==> config.mk <==
export PLATFORM = sky130hd
export DESIGN_NAME = arfo_ctrl
export DESIGN_NICKNAME = d
export VERILOG_FILES = /design/src/rtl/core/arfo_pkg.sv /design/src/rtl/core/arfo_ctrl.sv
export SDC_FILE = /design/constraint.sdc
export NUM_CORES = 1
export LEC_CHECK = 0
export BUFFER_PORTS_ARGS = -buffer_cell sky130_fd_sc_hd__buf_2
export CORE_AREA = 3 3 40 42
export DETAILED_ROUTE_END_ITERATION = 8
export DIE_AREA = 0 0 43 45
export GPL_ROUTABILITY_DRIVEN = 0
export PLACE_DENSITY = 0.46
export SYNTH_ARGS = -nofsm -noshare
export SYNTH_HDL_FRONTEND = slang
export SYNTH_SLANG_ARGS = --single-unit
==> constraint.sdc <==
create_clock -name clock -period 1.29 [get_ports clock]
set_clock_uncertainty 0.2 [all_clocks]
set_input_delay 0.0645 -clock clock [delete_from_list [all_inputs] [get_ports clock]]
set_output_delay 0.0645 -clock clock [all_outputs]
set_load 0.02 [all_outputs]
==> src/rtl/core/arfo_pkg.sv <==
package arfo_pkg;

   // Frame store geometry
   localparam int MAX_WIDTH   = 64;
   localparam int MAX_HEIGHT  = 64;
   localparam int STORE_DEPTH = MAX_WIDTH * MAX_HEIGHT;
   localparam int ADDR_BITS   = (STORE_DEPTH > 1) ? $clog2(STORE_DEPTH) : 1;
   localparam int XBITS       = (MAX_WIDTH > 1) ? $clog2(MAX_WIDTH) : 1;
   localparam int YBITS       = (MAX_HEIGHT > 1) ? $clog2(MAX_HEIGHT) : 1;
   localparam int EWBITS      = $clog2(MAX_WIDTH + 1);
   localparam int EHBITS      = $clog2(MAX_HEIGHT + 1);

   // Item field widths
   localparam int ACT_BITS   = 2;
   localparam int COORD_BITS = 12;
   localparam int EXT_BITS   = COORD_BITS + 1;
   localparam int PAINT_BITS = 32;
   localparam int PIX_BITS   = 24;
   localparam int CNT_BITS   = 13;
   localparam int CSR_BITS   = 7;
   localparam int CSR_IDX_BITS = 1;

   localparam logic [CSR_BITS-1:0] WIN_RESET = CSR_BITS'(64);

   // Register indexes
   localparam logic [CSR_IDX_BITS-1:0] CSR_WINDOW_WIDTH  = 1'b0;
   localparam logic [CSR_IDX_BITS-1:0] CSR_WINDOW_HEIGHT = 1'b1;

   // Action codes
   localparam logic [ACT_BITS-1:0] ACT_WRITE   = 2'd0;
   localparam logic [ACT_BITS-1:0] ACT_READ    = 2'd1;
   localparam logic [ACT_BITS-1:0] ACT_FILL    = 2'd2;
   localparam logic [ACT_BITS-1:0] ACT_OUTLINE = 2'd3;

   typedef struct packed {
      logic clr_step;
      logic load;
      logic pix_wr;
      logic pix_cap;
      logic scan_step;
   } cmd_type;

   typedef struct packed {
      logic                clr_last;
      logic [ACT_BITS-1:0] action;
      logic                rect_empty;
      logic                scan_last;
      logic                pipe_busy;
   } status_type;

   // floor(p / 255) for any 16-bit product of two bytes
   function automatic logic [7:0] div255(input logic [15:0] p);
      logic [16:0] tmp;
      tmp = {1'b0, p} + {9'd0, p[15:8]} + 17'd1;
      return tmp[15:8];
   endfunction

endpackage

==> src/rtl/core/arfo_ctrl.sv <==
module arfo_ctrl (
   input  logic                 clock,
   input  logic                 reset,
   input  logic                 start,
   output logic                 busy,
   output logic                 rsp_valid,
   output arfo_pkg::cmd_type    cmd,
   input  arfo_pkg::status_type status
);
   import arfo_pkg::*;

   localparam logic [2:0] ST_CLEAR  = 3'd0;
   localparam logic [2:0] ST_IDLE   = 3'd1;
   localparam logic [2:0] ST_SETUP  = 3'd2;
   localparam logic [2:0] ST_RDWAIT = 3'd3;
   localparam logic [2:0] ST_SCAN   = 3'd4;
   localparam logic [2:0] ST_DRAIN  = 3'd5;
   localparam logic [2:0] ST_DONE   = 3'd6;

   logic [2:0] state_ff, state_in;

   always_ff @(posedge clock) begin
      if (reset) begin
         state_ff <= ST_CLEAR;
      end else begin
         state_ff <= state_in;
      end
   end

   always_comb begin
      state_in = state_ff;
      unique case (state_ff)
         ST_CLEAR:  if (status.clr_last) state_in = ST_IDLE;
         ST_IDLE:   if (start) state_in = ST_SETUP;
         ST_SETUP: begin
            unique case (status.action)
               ACT_WRITE: state_in = ST_DONE;
               ACT_READ:  state_in = ST_RDWAIT;
               default:   state_in = status.rect_empty ? ST_DONE : ST_SCAN;
            endcase
         end
         ST_RDWAIT: state_in = ST_DONE;
         ST_SCAN:   if (status.scan_last) state_in = ST_DRAIN;
         ST_DRAIN:  if (!status.pipe_busy) state_in = ST_DONE;
         ST_DONE:   state_in = ST_IDLE;
         default:   state_in = ST_IDLE;
      endcase
   end

   always_comb begin
      cmd.clr_step  = (state_ff == ST_CLEAR);
      cmd.load      = (state_ff == ST_IDLE) && start;
      cmd.pix_wr    = (state_ff == ST_SETUP) && (status.action == ACT_WRITE);
      cmd.pix_cap   = (state_ff == ST_RDWAIT);
      cmd.scan_step = (state_ff == ST_SCAN);
   end

   assign busy      = (state_ff != ST_IDLE);
   assign rsp_valid = (state_ff == ST_DONE);

endmodule

Word level (Yosys, flattened, before mapping):

Cells that the tools add are included.

* register bits: 3
* bits of input ports: 9
* output and inout port bits: 7

* eq/ne operators: 12
* mux-type cells: 7
* reduce and logical (&&, ||, !) cells: 5

Operator list (number)
* 3-bit case mux with 6 select lines: 1
* 3-bit two-way mux: 4
* 3-bit equality test (second input constant): 3
* 3-bit by 2-bit equality test with 1-bit output (second input constant): 2
* 3-bit case mux with 2 select lines: 1
* 2-bit by 1-bit != test with 1-bit output (second input constant): 2
* 2-bit != test (second input constant): 2
* 4-bit AND reduction: 1
* 3-bit by 1-bit equality test with 1-bit output (second input constant): 1
* 3-bit logical NOT: 1
* 3-bit by 1-bit != test with 1-bit output (second input constant): 1
* 2-bit by 1-bit equality test with 1-bit output (second input constant): 1
* 1-bit logical AND: 2
* 2-bit logical NOT: 1
* 2-bit two-way mux: 1

Depth between registers and ports, before layout:

* depth in word-level cells: 3
* depth in mapped cells: 4
* mapped depth without buffers: 3

Least setup slack after synthesis:

OpenSTA, ideal clock, no wires.

* kind: register to output
* start: reg state_ff[1]
* end: out cmd[2] in the netlist's numbering
* arrival time: 1302 ps
* path slack: -277 ps
* cell stages (with the launch flop): 3
* path buffers: 0
* cells stage by stage: dfxtp_1 > nor2b_1 > nor4b_1

RTL lines
* start: declaration: line arfo_ctrl.sv:20 `logic [2:0] state_ff, state_in;`
* start signal: assignment: line arfo_ctrl.sv:26 `state_ff <= state_in;`
* end: declaration: line arfo_ctrl.sv:7 `output arfo_pkg::cmd_type cmd,`

Final worst setup path:

* start: reg state_ff[2]
* end: reg state_ff[1]

* longest elaborated chain between the ends: 3
* elaborated cells between the ends (all ways): 12
* classes of those cells: eq/ne (9); mux (1); reduce/logical (2)

RTL lines
* 3-bit equality test, or another cell as far along: line arfo_ctrl.sv:32 `unique case (state_ff)`
* 2-bit != test (no line) / 2-bit by 1-bit != test with 1-bit output (equally long branches)
* 4-bit AND reduction (no line)

Several ways; a longest one is shown, not always the timed one.
A chain may end at the register's enable or synchronous reset.

==> impl_results.md <==
- Vias per cell: 4.264
- Syn nets: 38
- CTS root buffer: clkbuf_4
- Worst reg2reg path startpoint: state_ff[2]$_SDFFE_PP0P_
- Effective utilization at floorplan: 18.50%
- Num CTS Buffers: 3
- Mapped Area: 237.7 um^2
- Placement-stage cell area: 360.3 um^2
- Total GRT Usage: 9.061%
- Hold Slack: 50.08 ps
- Hold Path Cell Cnt: 4
- R2r setup slk: -120 ps
- PortBufs: 15
- Status: finished, violations left
- Area growth syn-to-layout: 117.9%
- Cells after Synth: 29
- Diode count: 0
- Max VDD drop: 0.7809 mV
- Yosys reg bits: 3
- Global-route wire length before repair: 1248 um
- Leak: 0.2372 nW
- Routed via count: 307
- Final Hold Viols: 0
- Fillers: 144
- 1st-iter DRT viols: 5
- Mux cell area share after synthesis: 8.421%
- Biggest register: state_ff
- Ports: 16
- DP HPWL: 547.6 um
- Largest delay contributor family on the critical path: simple AND/OR/NAND/NOR gates
- Cells on worst reg2reg path: 4
- Yosys warns: 0
- Synth top area cells: dfxtp_1 25%, mux2i_1 8.4%, nand2b_1 7.9%
- Setup crit end kind: flop
- Antenna-violating nets left: 0
- Layout cells sized above 1: 71.93%
- Final setup viols: 7
- Unrepaired setup endpoints after global routing: true
- Vias in the first global route: 292
- WP buf/inv: 1
- Worst-path cell chain: nor2b_4 > buf_4 > a32o_2 > nor4b_2
- Max reg flops: 3
- Final period utilization: 109.7%
- WL per Instance: 11.08 um
- Post-route setup slack: -124.7 ps
- Die area: 1935 um^2
- DIE HEIGHT: 45 um
- CTS sink count: 3
- Failing checks: negative setup slack
- Tmin final: 1415 ps
- Synth unique cells: 18
- Skew-Pair Late Insertion Delay: 230 ps
- Largest net degree at the start of global routing: 7
- Design Area, Final: 518.0 um^2
- Worst hold endpoint: state_ff[2]$_SDFFE_PP0P_
- PD cells: 1940 nW/um^2
- Max_cap viols: 0
- Post-Synth XOR/XNOR Area: 0%
- Slew Viols, Final: 0
- Min-Delay Path Class: input port to flop
- Remaining Overflow, GRT: 0
- Crit-path max FO: 5
- # nets final: 67
- Initial antenna violation count: 0
- Cell Rows: 13
- WP data required: 1220 ps
- Synth Area in Adders: 0%
- Largest area contributor in the netlist: dfxtp_1
- Hold_sp: status[4]
- Crit Path Category: flop to flop
- Least-Margin Pin Slew: 190.8 ps
- Total Wirelength: 798 um
- Startpoint class of the critical path: flop
- CP Launch Point: state_ff[2]$_SDFFE_PP0P_
- Share of Yosys cell area claimed by the top area cell type: 25.26%
- Chip Width: 43 um
- H-Tree Depth: 1
- Simple-gate share of the synthesized area: 51.05%
- Main combinational cell family by area after synthesis: simple AND/OR/NAND/NOR gates
- Slowest cell delay on critical path: 360 ps
- Post-place setup slack: -78.19 ps
- Core Area: 1285 um^2
- R2R Path End: state_ff[1]$_SDFFE_PP0P_
- Reg clk slew, reported paths: 40 ps
- Slew margin rel.: 87.25%
- Sequential fraction of the synthesis area: 25.26%
- Synth Area in Compound Gates: 12.11%
- Arrival time worst endpoint: 1350 ps
- Clk buf depth: 2
- Drt pass-1 iters: 4
- CTS tree: yes
- Largest registers: state_ff x3
- Avg Synthesized Cell Area: 8.198 um^2
- # DRC: 0
- Slowest CP cell: dfxtp_4
- Highest clock rate: 706.9 MHz
[worst register-to-register path, delay by kind of cell (launching register included)]
kind / cells / cell delay (ps)
flip-flops: 1 / 360
buffers and inverters: 1 / 120
AND/OR/NAND/NOR: 2 / 380
AO/OA/AOI/OAI: 1 / 260
[cell usage in the layout, fill, tap and decap left out, types with 2 or more instances in the layout]
cell,count
nor2b_4,2
dfxtp_4,3
buf_2,11
clkbuf_4,3
nand2b_1,3
buf_6,5
buf_4,8
nor2_1,2
mux2i_1,2
[through the flow]
step | std cells | power, W | setup TNS [ps] | util [%]
detailed placement | 62 | 0.0006364 | -158.9 | 28.04
finish | 72 | 0.001005 | -475.0 | 40.31
global placement | 62 | 0.0006297 | -86.74 | 28.04
global route | 72 | 0.001088 | -1018 | 40.31
CTS | 69 | 0.0009143 | -522.9 | 35.54
floorplan | 29 | 0.0004715 | 0 | -
[where the power goes]
part / internal [W] / total (W) / switching [W]
Combinational: 0.000350 / 0.000646 / 0.000296
Clock: 0.000116 / 0.000164 / 0.0000484
Sequential: 0.000143 / 0.000194 / 0.0000516
Total: 0.000609 / 0.00100 / 0.000396
[cells in the mapped netlist, drive strengths merged]
| cell | instances |
|---|---|
| nor3 | 1 |
| nor4b | 2 |
| buf | 1 |
| and2 | 1 |
| nand2b | 4 |
| or2 | 1 |
| nor2 | 3 |
| a21oi | 2 |
| nor2b | 3 |
| dfxtp | 3 |
| a32o | 1 |
| a31o | 1 |
| or3b | 1 |
| nand2 | 2 |
| mux2i | 2 |
| and3 | 1 |
[worst max path at each step]
| stage | endpoint | slack, ps | cells after the start |
|---|---|---|---|
| 4_1_cts | cmd[2] | -120 | 3 |
| 3_5_place_dp | state_ff[1]$_SDFFE_PP0P_ | -80 | 3 |
| 6_report | state_ff[1]$_SDFFE_PP0P_ | -120 | 4 |
| 5_1_grt | cmd[0] | -170 | 4 |
| 3_3_place_gp | state_ff[1]$_SDFFE_PP0P_ | -60 | 3 |
| 2_1_floorplan | cmd[2] | 5 | 2 |
[final cells by class]
class                   instances  area, um^2  share of cell area (%)
well taps                      15       18.77                   3.623
clock buffers                   4       26.28                   5.072
repair buffers                 25       181.4                   35.02
multi-input cells              25       220.2                   42.51
flip-flops and latches          3       71.32                   13.77
[repair_timing]
action,in CTS,in global routing
hold buffers,1,0
hold endpoints to repair,3,0
setup endpoints to repair,9,10
pin swaps,3,3
setup buffers,2,3
gates resized for setup,17,10
[kinds of logic after synthesis]
logic type	Yosys count
and+or+nand+nor	19
muxes	2
buffers and inverters	1
AOI/OAI and AO/OA	4
DFF	3
[metal layers]
layer | global-route usage (%) | vias to the layer above | share of wire (%) | routed length (um)
li1 | - | 158 | - | -
met4 | 7.229 | 0 | 0 | 0
met5 | 0 | - | 0 | 0
met3 | 2.390 | 0 | 8.3 | 66
met1 | 11.27 | 136 | 41 | 330
met2 | 13.17 | 13 | 50 | 401
Power figures use the tool's default switching activity.
